<file path="src/sfdcrc8_pkg.sv">
// ----------------------------------------------------------------------------
// sfdcrc8_pkg
// Types and constants shared by the deframer controller and datapath.
// ----------------------------------------------------------------------------
package sfdcrc8_pkg;

  localparam int unsigned FifoDepthDef   = 256;
  localparam int unsigned MaxFrameLenDef = 63;

  localparam int unsigned CfgIdxW = 1;

  localparam logic [7:0] SyncByteRst = 8'd200;
  localparam logic [7:0] CrcPolyRst  = 8'd213;

  // frame shape
  localparam int unsigned MinHeld    = 4;
  localparam int unsigned MinLen     = 2;
  localparam int unsigned ExtraBytes = 2;

  typedef enum logic [CfgIdxW-1:0] {
    CFG_SYNC_BYTE = 1'b0,
    CFG_CRC_POLY  = 1'b1
  } cfg_idx_e;

  // controller -> datapath
  typedef struct packed {
    logic       push_en;
    logic       rd_en;
    logic [7:0] rd_off;
    logic       drop_en;
    logic [7:0] drop_n;
    logic       crc_clr;
    logic       crc_en;
    logic       first_ld;
    logic       out_ld;
    logic       out_found;
    logic       out_two;
    logic       out_last;
  } dp_cmd_t;

  // datapath -> controller
  typedef struct packed {
    logic [7:0] rdata;
    logic       fill_ge_min;
    logic       fill_ge_total;
    logic       len_ok;
    logic       sync_match;
    logic       crc_ok;
    logic       out_free;
  } dp_stat_t;

endpackage

</file>
<file path="src/sfdcrc8_dp.sv">
// ----------------------------------------------------------------------------
// sfdcrc8_dp
// Byte store, head/fill pointers, CRC-8 register, config registers and the
// output register of the deframer.
// ----------------------------------------------------------------------------
module sfdcrc8_dp import sfdcrc8_pkg::*; #(
  parameter int unsigned FIFO_DEPTH    = FifoDepthDef,
  parameter int unsigned MAX_FRAME_LEN = MaxFrameLenDef
) (
  input  logic               clk_i,
  input  logic               rst_ni,
  input  dp_cmd_t            cmd_i,
  output dp_stat_t           stat_o,
  input  logic [7:0]         data_byte_i,
  input  logic               cfg_valid_i,
  input  logic [CfgIdxW-1:0] cfg_index_i,
  input  logic [7:0]         cfg_data_i,
  output logic               out_valid_o,
  input  logic               out_stall_i,
  output logic               found_o,
  output logic [7:0]         first_byte_o,
  output logic [7:0]         second_byte_o,
  output logic [1:0]         bytes_valid_o,
  output logic               last_o
);

  localparam int unsigned AW = $clog2(FIFO_DEPTH);
  localparam int unsigned FW = $clog2(FIFO_DEPTH + 1);
  localparam int unsigned SW = ((AW > 8) ? AW : 8) + 1;

  function automatic logic [7:0] crc8_step(logic [7:0] crc, logic [7:0] b, logic [7:0] poly);
    logic [7:0] c;
    c = crc ^ b;
    for (int i = 0; i < 8; i++) begin
      c = c[7] ? ((c << 1) ^ poly) : (c << 1);
    end
    return c;
  endfunction

  logic [7:0]    mem_q [FIFO_DEPTH];
  logic [7:0]    rdata_q;
  logic [AW-1:0] head_q, head_d;
  logic [FW-1:0] fill_q, fill_d;
  logic [7:0]    crc_q, crc_d;
  logic [7:0]    sync_q, poly_q;
  logic [7:0]    first_q;
  logic          out_valid_q;
  logic          found_q, last_q;
  logic [7:0]    first_out_q, second_out_q;
  logic [1:0]    bv_q;

  logic [SW-1:0] rd_sum, wr_sum, dr_sum;
  logic [AW-1:0] rd_addr, wr_addr;
  logic          wr_en;
  logic          out_take;

  // offsets stay below the depth, so one conditional subtract wraps them
  always_comb begin
    rd_sum  = SW'(head_q) + SW'(cmd_i.rd_off);
    wr_sum  = SW'(head_q) + SW'(fill_q);
    dr_sum  = SW'(head_q) + SW'(cmd_i.drop_n);
    rd_addr = (rd_sum >= SW'(FIFO_DEPTH)) ? AW'(rd_sum - SW'(FIFO_DEPTH)) : AW'(rd_sum);
    wr_addr = (wr_sum >= SW'(FIFO_DEPTH)) ? AW'(wr_sum - SW'(FIFO_DEPTH)) : AW'(wr_sum);
    wr_en   = cmd_i.push_en && (SW'(fill_q) < SW'(FIFO_DEPTH));
  end

  always_comb begin
    head_d = head_q;
    fill_d = fill_q;
    if (wr_en) begin
      fill_d = fill_q + FW'(1);
    end else if (cmd_i.drop_en) begin
      head_d = (dr_sum >= SW'(FIFO_DEPTH)) ? AW'(dr_sum - SW'(FIFO_DEPTH)) : AW'(dr_sum);
      fill_d = fill_q - FW'(cmd_i.drop_n);
    end
    crc_d = crc_q;
    if (cmd_i.crc_clr) begin
      crc_d = '0;
    end else if (cmd_i.crc_en) begin
      crc_d = crc8_step(crc_q, rdata_q, poly_q);
    end
  end

  always_ff @(posedge clk_i) begin
    if (wr_en) begin
      mem_q[wr_addr] <= data_byte_i;
    end
    if (cmd_i.rd_en) begin
      rdata_q <= mem_q[rd_addr];
    end
  end

  always_ff @(posedge clk_i or negedge rst_ni) begin
    if (!rst_ni) begin
      head_q <= '0;
      fill_q <= '0;
      sync_q <= SyncByteRst;
      poly_q <= CrcPolyRst;
    end else begin
      head_q <= head_d;
      fill_q <= fill_d;
      if (cfg_valid_i) begin
        unique case (cfg_idx_e'(cfg_index_i))
          CFG_SYNC_BYTE: sync_q <= cfg_data_i;
          CFG_CRC_POLY:  poly_q <= cfg_data_i;
          default: ;
        endcase
      end
    end
  end

  always_ff @(posedge clk_i) begin
    crc_q <= crc_d;
    if (cmd_i.first_ld) begin
      first_q <= rdata_q;
    end
  end

  // output register
  assign out_take = out_valid_q && !out_stall_i;

  always_ff @(posedge clk_i or negedge rst_ni) begin
    if (!rst_ni) begin
      out_valid_q <= 1'b0;
    end else if (cmd_i.out_ld) begin
      out_valid_q <= 1'b1;
    end else if (out_take) begin
      out_valid_q <= 1'b0;
    end
  end

  always_ff @(posedge clk_i) begin
    if (cmd_i.out_ld) begin
      found_q      <= cmd_i.out_found;
      last_q       <= cmd_i.out_last;
      first_out_q  <= cmd_i.out_found ? first_q : 8'd0;
      second_out_q <= (cmd_i.out_found && cmd_i.out_two) ? rdata_q : 8'd0;
      bv_q         <= !cmd_i.out_found ? 2'd0 : (cmd_i.out_two ? 2'd2 : 2'd1);
    end
  end

  always_comb begin
    stat_o.rdata         = rdata_q;
    stat_o.fill_ge_min   = SW'(fill_q) >= SW'(MinHeld);
    stat_o.fill_ge_total = SW'(fill_q) >= (SW'(rdata_q) + SW'(ExtraBytes));
    stat_o.len_ok        = (rdata_q >= 8'(MinLen)) && (rdata_q <= 8'(MAX_FRAME_LEN));
    stat_o.sync_match    = rdata_q == sync_q;
    stat_o.crc_ok        = rdata_q == crc_q;
    stat_o.out_free      = !out_valid_q || !out_stall_i;
  end

  assign out_valid_o   = out_valid_q;
  assign found_o       = found_q;
  assign first_byte_o  = first_out_q;
  assign second_byte_o = second_out_q;
  assign bytes_valid_o = bv_q;
  assign last_o        = last_q;

endmodule

</file>
<file path="src/sfdcrc8_ctrl.sv">
// ----------------------------------------------------------------------------
// sfdcrc8_ctrl
// Sequencer for push and pop: header check, CRC walk, pairwise emission.
// ----------------------------------------------------------------------------
module sfdcrc8_ctrl import sfdcrc8_pkg::*; (
  input  logic     clk_i,
  input  logic     rst_ni,
  input  logic     in_valid_i,
  input  logic     action_i,
  output logic     in_stall_o,
  output dp_cmd_t  cmd_o,
  input  dp_stat_t stat_i
);

  typedef enum logic [3:0] {
    ST_IDLE,
    ST_CHK,
    ST_HDR0,
    ST_HDR1,
    ST_CRC,
    ST_EMRD,
    ST_EMFIRST,
    ST_EMLD,
    ST_NOTF
  } state_e;

  state_e     state_q, state_d;
  logic [7:0] len_q, len_d;
  logic [7:0] pos_q, pos_d;
  logic [7:0] em_q, em_d;

  logic [8:0] total;
  logic       at_crc_byte;
  logic       em_two;
  logic       em_last;

  always_comb begin
    total       = {1'b0, len_q} + 9'(ExtraBytes);
    at_crc_byte = {1'b0, pos_q} == ({1'b0, len_q} + 9'd1);
    em_two      = ({1'b0, em_q} + 9'd1) < total;
    em_last     = ({1'b0, em_q} + 9'd2) >= total;
  end

  always_comb begin
    state_d = state_q;
    len_d   = len_q;
    pos_d   = pos_q;
    em_d    = em_q;
    cmd_o   = '0;
    unique case (state_q)
      ST_IDLE: begin
        if (in_valid_i) begin
          if (action_i) begin
            state_d = ST_CHK;
          end else begin
            cmd_o.push_en = 1'b1;
          end
        end
      end
      ST_CHK: begin
        if (!stat_i.fill_ge_min) begin
          state_d = ST_NOTF;
        end else begin
          cmd_o.rd_en  = 1'b1;
          cmd_o.rd_off = 8'd0;
          state_d      = ST_HDR0;
        end
      end
      ST_HDR0: begin
        if (!stat_i.sync_match) begin
          cmd_o.drop_en = 1'b1;
          cmd_o.drop_n  = 8'd1;
          state_d       = ST_CHK;
        end else begin
          cmd_o.rd_en  = 1'b1;
          cmd_o.rd_off = 8'd1;
          state_d      = ST_HDR1;
        end
      end
      ST_HDR1: begin
        if (!stat_i.len_ok) begin
          // bad length: only the sync byte goes
          cmd_o.drop_en = 1'b1;
          cmd_o.drop_n  = 8'd1;
          state_d       = ST_CHK;
        end else if (!stat_i.fill_ge_total) begin
          state_d = ST_NOTF;
        end else begin
          len_d         = stat_i.rdata;
          cmd_o.crc_clr = 1'b1;
          cmd_o.rd_en   = 1'b1;
          cmd_o.rd_off  = 8'(ExtraBytes);
          pos_d         = 8'(ExtraBytes);
          state_d       = ST_CRC;
        end
      end
      ST_CRC: begin
        // rdata holds the byte at offset pos_q
        if (at_crc_byte) begin
          if (stat_i.crc_ok) begin
            em_d    = 8'd0;
            state_d = ST_EMRD;
          end else begin
            cmd_o.drop_en = 1'b1;
            cmd_o.drop_n  = 8'(total);
            state_d       = ST_CHK;
          end
        end else begin
          cmd_o.crc_en = 1'b1;
          cmd_o.rd_en  = 1'b1;
          cmd_o.rd_off = pos_q + 8'd1;
          pos_d        = pos_q + 8'd1;
        end
      end
      ST_EMRD: begin
        cmd_o.rd_en  = 1'b1;
        cmd_o.rd_off = em_q;
        state_d      = ST_EMFIRST;
      end
      ST_EMFIRST: begin
        cmd_o.first_ld = 1'b1;
        if (em_two) begin
          cmd_o.rd_en  = 1'b1;
          cmd_o.rd_off = em_q + 8'd1;
        end
        state_d = ST_EMLD;
      end
      ST_EMLD: begin
        if (stat_i.out_free) begin
          cmd_o.out_ld    = 1'b1;
          cmd_o.out_found = 1'b1;
          cmd_o.out_two   = em_two;
          cmd_o.out_last  = em_last;
          if (em_last) begin
            cmd_o.drop_en = 1'b1;
            cmd_o.drop_n  = 8'(total);
            state_d       = ST_IDLE;
          end else begin
            em_d    = em_q + 8'd2;
            state_d = ST_EMRD;
          end
        end
      end
      ST_NOTF: begin
        if (stat_i.out_free) begin
          cmd_o.out_ld   = 1'b1;
          cmd_o.out_last = 1'b1;
          state_d        = ST_IDLE;
        end
      end
      default: state_d = ST_IDLE;
    endcase
  end

  always_ff @(posedge clk_i or negedge rst_ni) begin
    if (!rst_ni) begin
      state_q <= ST_IDLE;
      len_q   <= '0;
      pos_q   <= '0;
      em_q    <= '0;
    end else begin
      state_q <= state_d;
      len_q   <= len_d;
      pos_q   <= pos_d;
      em_q    <= em_d;
    end
  end

  assign in_stall_o = state_q != ST_IDLE;

endmodule

</file>
<file path="src/sync_frame_deframer_crc8.sv">
// ----------------------------------------------------------------------------
// sync_frame_deframer_crc8
// Byte FIFO with sync/length frame recovery and CRC-8 check.
// ----------------------------------------------------------------------------
// Input channel (in_valid_i/in_stall_o): action_i=0 pushes data_byte_i into
// the store, action_i=1 requests the next good frame. Pushes may follow back
// to back while no pop is running; a push into a full store is dropped.
// A pop holds in_stall_o high until its last result has been loaded into the
// output register. Scanning goes through the single read port of the byte
// store: a non-sync head byte is read and discarded, a sync byte with a bad
// length is dropped, a good header starts a CRC walk over the frame, then
// each byte pair is read and emitted; a not-found answer follows when too
// few bytes are held. A push gives no result.
// Output channel (out_valid_o/out_stall_i): one result register; a stalled
// result holds and the sequencer waits before loading the next pair.
// Config channel (cfg_valid_i/cfg_ready_o) is always ready; write it only
// while the block is idle.
// Reset clears head, fill count, output valid and config registers to their
// defaults; no clearing pass runs, the store contents are undefined.
// ----------------------------------------------------------------------------
module sync_frame_deframer_crc8 import sfdcrc8_pkg::*; #(
  parameter int unsigned FIFO_DEPTH    = FifoDepthDef,
  parameter int unsigned MAX_FRAME_LEN = MaxFrameLenDef
) (
  input  logic               clk_i,
  input  logic               rst_ni,
  input  logic               in_valid_i,
  output logic               in_stall_o,
  input  logic               action_i,
  input  logic [7:0]         data_byte_i,
  output logic               out_valid_o,
  input  logic               out_stall_i,
  output logic               found_o,
  output logic [7:0]         first_byte_o,
  output logic [7:0]         second_byte_o,
  output logic [1:0]         bytes_valid_o,
  output logic               last_o,
  input  logic               cfg_valid_i,
  output logic               cfg_ready_o,
  input  logic [CfgIdxW-1:0] cfg_index_i,
  input  logic [7:0]         cfg_data_i
);

  dp_cmd_t  cmd;
  dp_stat_t stat;

  assign cfg_ready_o = 1'b1;

  sfdcrc8_ctrl u_ctrl (
    .clk_i      (clk_i),
    .rst_ni     (rst_ni),
    .in_valid_i (in_valid_i),
    .action_i   (action_i),
    .in_stall_o (in_stall_o),
    .cmd_o      (cmd),
    .stat_i     (stat)
  );

  sfdcrc8_dp #(
    .FIFO_DEPTH    (FIFO_DEPTH),
    .MAX_FRAME_LEN (MAX_FRAME_LEN)
  ) u_dp (
    .clk_i         (clk_i),
    .rst_ni        (rst_ni),
    .cmd_i         (cmd),
    .stat_o        (stat),
    .data_byte_i   (data_byte_i),
    .cfg_valid_i   (cfg_valid_i && cfg_ready_o),
    .cfg_index_i   (cfg_index_i),
    .cfg_data_i    (cfg_data_i),
    .out_valid_o   (out_valid_o),
    .out_stall_i   (out_stall_i),
    .found_o       (found_o),
    .first_byte_o  (first_byte_o),
    .second_byte_o (second_byte_o),
    .bytes_valid_o (bytes_valid_o),
    .last_o        (last_o)
  );

endmodule

</file>
<file path="config.mk">
export PLATFORM = sky130hd
export DESIGN_NAME = sync_frame_deframer_crc8
export DESIGN_NICKNAME = d
export VERILOG_FILES = /design/src/sfdcrc8_pkg.sv /design/src/sfdcrc8_dp.sv /design/src/sfdcrc8_ctrl.sv /design/src/sync_frame_deframer_crc8.sv
export SDC_FILE = /design/constraint.sdc
export NUM_CORES = 2
export LEC_CHECK = 0
export CELL_PAD_IN_SITES_DETAIL_PLACEMENT = 1
export CELL_PAD_IN_SITES_GLOBAL_PLACEMENT = 2
export CORE_MARGIN = 2
export CORE_UTILIZATION = 35
export CTS_CLUSTER_SIZE = 16
export DETAILED_ROUTE_END_ITERATION = 10
export DONT_BUFFER_PORTS = 1
export HOLD_SLACK_MARGIN = 0.05
export PLACE_DENSITY_LB_ADDON = 0.1
export SLEW_MARGIN = 25
export SYNTH_ARGS = -nofsm -noshare
export SYNTH_HDL_FRONTEND = slang
export SYNTH_SLANG_ARGS = --single-unit
</file>
<file path="constraint.sdc">
create_clock -name clk_i -period 6.8 [get_ports clk_i]
set_input_delay 1.02 -clock clk_i [delete_from_list [all_inputs] [get_ports clk_i]]
set_output_delay 1.02 -clock clk_i [all_outputs]
set_load 0.02 [all_outputs]
</file>
==> summary.log <==
qor: outcome.run_status finished, final reports clean
qor: timing.timing.final.crit_period 6590 ps
qor: synthesis.synth_compound_area_frac 0.0130
qor: clocking.cts_max_level 4
qor: drt.routed_wire_length_per_instance 30.9 um
qor: hold_path.cells_on_worst_hold_path 0
qor: power.power.net_switching 17900 uW
qor: final_layout.final_core_util 0.405
qor: final_layout.final_cell_count_no_fill 7828
qor: synthesis.synthesis.instances 4099
qor: floorplanning.placeable_core_region 0.246 sq mm
qor: drt.vias_after_detailed_routing 41200
qor: final_layout.regArea 0.0643 sq mm
qor: global_routing.grt_antenna_before_repair 21
qor: floorplanning.core.rowCount 182
qor: timing.worst_clock_skew 40.2 ps
qor: hold_path.worst_hold_path_type input pin to flop
qor: synthesis.synthXorXnorAreaFrac 0.0143
qor: setup_path.worst_r2r_startpoint u_dp.rdata_q[2]$_DFFE_PP_
qor: drt.drt_first_pass_iters 5
qor: clocking.cts_tree done
qor: synthesis.async_reset_ff_frac 0.0283
qor: setup_path.worstSetupPathType flop to flop
qor: setup_path.regToRegEndpoint u_dp.rdata_q[5]$_DFFE_PP_
qor: timing.achievable-frequency 152 MHz
qor: timing.final_hold_viol_count 0
qor: synthesis.synth_edf_count 2084
qor: power.power.leakage 0.0316 uW
qor: clocking.clock_tree.buffer_depth 3
qor: placed_design.globalplace.congestion 0.749
qor: final_layout.area.growth.synth_to_final 15.0%
qor: timing.finalCritPeriodShare 0.969
qor: synthesis.synth_area 0.0867 sq mm
qor: final_layout.layout.cells.most_common_list sky130_fd_sc_hd__edfxtp_1, sky130_fd_sc_hd__mux4_2, sky130_fd_sc_hd__nor2_1, sky130_fd_sc_hd__clkbuf_16, sky130_fd_sc_hd__buf_4
qor: final_layout.multi_input_area 0.0216 sq mm
qor: clocking.insertion_delay 880 ps
qor: global_routing.grt.overflow.total 0
qor: timing.tightestPinTransition 1020 ps
qor: drt.ant_nets 0
qor: final_layout.fin_nets 4392
qor: floorplanning.chipWidth 502 um
qor: power.internal_power 32800 uW
qor: synthesis.yosysSeqAreaShare 0.742
qor: global_routing.grt_max_degree 257
qor: setup_path.critPathLaunchType flop
qor: hold_path.hold-path-endpoint u_dp.mem_q[82][7]$_DFFE_PP_
qor: floorplanning.die_area 0.252 sq mm
qor: drt.remaining_drc_errors 0
qor: power.comb_power_share 0.463
qor: global_routing.groute.usage.overall 0.193
qor: power.power.density_cell_area 509 mW/mm^2
qor: final_layout.nFillCells 23000
qor: placed_design.dpl.cell_count 7361
qor: synthesis.postSynthRegisterBits 2153
qor: floorplanning.floorplan.die.height 502 um
qor: setup_path.rr_worst_depth 23
qor: setup_path.timing.critical_path.required 7400 ps
qor: drt.drt-total-wl 242 mm
qor: setup_path.timing.reg2reg.setup_slack 210 ps
qor: global_routing.grt_pass1_wl 347 mm
qor: power.totalPowerFinal 50800 uW
qor: power.switching_share 0.353
qor: hold_path.beginning_of_the_worst_hold_path data_byte_i[7]
qor: final_layout.drive_above_1_share 0.284
qor: clocking.clk_root_buffer_cell sky130_fd_sc_hd__clkbuf_16
qor: timing.final.hold.worst_slack 277 ps
qor: synthesis.synth_top_family_by_area multiplexers
qor: power.seq_power_share 0.298
qor: synthesis.ys_types 68
qor: setup_path.arr_time_crit_path 7190 ps
qor: synthesis.synth_simple_gate_area_share 0.0294
qor: timing.finalMaxSlewViolations 0
qor: synthesis.postSynth.topFlopCell sky130_fd_sc_hd__edfxtp_1
qor: floorplanning.initial_utilization 0.352
qor: drt.detailedRoute.firstIterationViolations 3382
qor: placed_design.port_buffers 0
qor: timing.final-setup-viol-count 0
qor: final_layout.most_common_library_cell_in_the_layout_ignoring_fill_and_taps sky130_fd_sc_hd__edfxtp_1
qor: power.vdd_drop_max 389 uV
qor: placed_design.dp.final_hpwl 144 mm
qor: setup_path.critPathCaptureType flop
qor: setup_path.critical_path_peak_fanout 10
qor: drt.routed_via_density 5.26
qor: timing.setup_tns 0 ps
qor: synthesis.synth.yosys.warnings 0
qor: global_routing.first_global_vias 44200
qor: clocking.cts.reportedPaths.clkPinSlew 60 ps
qor: power.share_clk_of_total_power 0.240
qor: synthesis.avgSynthCellArea 21.1 sq um
qor: timing.timing.max_slew.rel_slack 0.314
qor: floorplanning.io_pins 46
qor: synthesis.muxShareOfSynthArea 0.181
qor: run.cap_viol_max_count 0
qor: synthesis.adder_cell_share_of_the_synthesized_area 0.00863
qor: setup_path.crit_start u_dp.rdata_q[2]$_DFFE_PP_
qor: clocking.cts_buffers 230
qor: clocking.clkSinkCount 2153
qor: synthesis.synth_nets 4180
cells by family (layout without fill, tap and decap cells):
logic type                 count (synthesis)  count (layout)
buffers and inverters                    257             669
adders and majority gates                 58              58
xor gates and xnor gates                 129             129
and+or+nand+nor                          598             598
other                                      2               7
DFF                                     2153            2153
AOI/OAI and AO/OA                        175             175
muxes                                    727             727
through the flow:
step / worst slack, ps / instance area (sq um)
after CTS: 40.2 / 99300
after global placement: -410 / 91900
after floorplan: 942 / 86700
after global routing: -0.980 / 99700
after detailed placement: -269 / 91900
final: 209 / 99700
metal layers:
layer  vias up  share of wire  track usage  wire [um]
met3       245          0.041       0.0265       9850
met1     22700           0.45        0.276     109000
met2       839           0.49        0.318     119000
met4         0          0.018       0.0392       4260
met5         -              0            0          0
li1      17400              -            -          -
worst max path at each step:
stage / end / slack [ps]
after floorplan: u_dp.rdata_q[5]$_DFFE_PP_ / 940
after global placement: u_dp.rdata_q[3]$_DFFE_PP_ / -410
after detailed placement: u_dp.rdata_q[2]$_DFFE_PP_ / -270
after CTS: u_dp.rdata_q[2]$_DFFE_PP_ / 40
after global routing: u_dp.rdata_q[2]$_DFFE_PP_ / -1
final: u_dp.rdata_q[5]$_DFFE_PP_ / 210
synth_stat cells (4+ instances only):
| master | count | share of area |
|---|---|---|
| sky130_fd_sc_hd__a2111oi_0 | 4 | 0.00040 |
| sky130_fd_sc_hd__a211oi_1 | 4 | 0.00035 |
| sky130_fd_sc_hd__a21o_1 | 23 | 0.0020 |
| sky130_fd_sc_hd__a21oi_1 | 41 | 0.0024 |
| sky130_fd_sc_hd__and2_1 | 8 | 0.00058 |
| sky130_fd_sc_hd__and3_1 | 27 | 0.0019 |
| sky130_fd_sc_hd__buf_1 | 60 | 0.0026 |
| sky130_fd_sc_hd__clkbuf_1 | 157 | 0.0068 |
| sky130_fd_sc_hd__dfrtp_1 | 53 | 0.015 |
| sky130_fd_sc_hd__dfstp_2 | 8 | 0.0024 |
| sky130_fd_sc_hd__dfxtp_1 | 8 | 0.0018 |
| sky130_fd_sc_hd__edfxtp_1 | 2084 | 0.72 |
| sky130_fd_sc_hd__ha_1 | 55 | 0.0079 |
| sky130_fd_sc_hd__inv_1 | 34 | 0.0015 |
| sky130_fd_sc_hd__mux2_2 | 24 | 0.0031 |
| sky130_fd_sc_hd__mux2i_1 | 29 | 0.0033 |
| sky130_fd_sc_hd__mux4_2 | 672 | 0.17 |
| sky130_fd_sc_hd__nand2_1 | 126 | 0.0055 |
| sky130_fd_sc_hd__nand2b_1 | 11 | 0.00079 |
| sky130_fd_sc_hd__nand3_1 | 40 | 0.0023 |
| sky130_fd_sc_hd__nand4_1 | 6 | 0.00043 |
| sky130_fd_sc_hd__nor2_1 | 334 | 0.014 |
| sky130_fd_sc_hd__nor2b_1 | 10 | 0.00072 |
| sky130_fd_sc_hd__nor3_1 | 13 | 0.00075 |
| sky130_fd_sc_hd__nor4_1 | 5 | 0.00036 |
| sky130_fd_sc_hd__o21a_1 | 4 | 0.00035 |
| sky130_fd_sc_hd__o21ai_0 | 45 | 0.0026 |
| sky130_fd_sc_hd__o21ai_1 | 7 | 0.00040 |
| sky130_fd_sc_hd__o21bai_1 | 8 | 0.00069 |
| sky130_fd_sc_hd__o31ai_1 | 4 | 0.00035 |
| sky130_fd_sc_hd__or2_2 | 5 | 0.00036 |
| sky130_fd_sc_hd__or3_1 | 4 | 0.00029 |
| sky130_fd_sc_hd__xnor2_1 | 84 | 0.0085 |
| sky130_fd_sc_hd__xnor3_1 | 7 | 0.0018 |
| sky130_fd_sc_hd__xor2_1 | 36 | 0.0036 |
power by group through the flow:
| stage | clock network [uW] | registers [uW] | logic (uW) |
|---|---|---|---|
| after detailed placement | 0 | 15400 | 23500 |
| after global placement | 0 | 15400 | 23400 |
| after global routing | 13000 | 15100 | 24900 |
| after floorplan | 0 | 15200 | 14400 |
| after CTS | 12500 | 15100 | 23700 |
| final | 12200 | 15100 | 23500 |
layout make-up:
| cell class | instances | share of cell area |
|---|---|---|
| well taps | 3312 | 0.0416 |
| flip-flops and latches | 2153 | 0.645 |
| repair buffers | 203 | 0.0232 |
| inverters | 34 | 0.00128 |
| diodes | 5 | 0.000125 |
| clock buffers | 288 | 0.0610 |
| multi-input cells | 1689 | 0.216 |
| clock inverters | 144 | 0.0120 |
state kept, by name, summed over array words and instances, names as in the netlist, 4 cells and up:
name and flops:
u_ctrl.em_q 7, u_dp.fill_q 9, u_dp.first_byte_o 8, u_dp.head_q 8, u_ctrl.pos_q 8, u_dp.rdata_q 8
u_dp.poly_q 8, u_dp.crc_q 8, u_dp.first_q 8, u_ctrl.state_q 4, u_dp.sync_q 8, u_dp.mem_q 2048
u_dp.second_byte_o 8, u_ctrl.len_q 8
critical path: stages (launching register included):
cell and delay [ps]:
sky130_fd_sc_hd__edfxtp_1 530, sky130_fd_sc_hd__ha_1 330, sky130_fd_sc_hd__inv_1 40, sky130_fd_sc_hd__ha_1 260, sky130_fd_sc_hd__a21o_1 160, sky130_fd_sc_hd__a21o_1 190, sky130_fd_sc_hd__a21o_1 200, sky130_fd_sc_hd__a21o_1 180
sky130_fd_sc_hd__a21o_1 170, sky130_fd_sc_hd__a21o_1 180, sky130_fd_sc_hd__a21o_1 200, sky130_fd_sc_hd__and2_1 180, sky130_fd_sc_hd__a221oi_4 310, sky130_fd_sc_hd__fa_4 770, sky130_fd_sc_hd__buf_12 200, sky130_fd_sc_hd__buf_12 150
sky130_fd_sc_hd__clkbuf_16 160, sky130_fd_sc_hd__clkbuf_16 180, sky130_fd_sc_hd__mux4_2 270, sky130_fd_sc_hd__mux4_2 570, sky130_fd_sc_hd__mux4_2 600, sky130_fd_sc_hd__mux2i_1 190, sky130_fd_sc_hd__buf_4 180, sky130_fd_sc_hd__mux2i_1 70
what timing repair did:
action	4_1_cts	5_1_grt
pin swaps	1	4
hold buffers	2	0
gates cloned	1	3
buffers inserted	2	22
hold endpoints to repair	61	0
setup endpoints to repair	8	8
gates resized for setup	5	17
(Power assumes the default switching activity.)
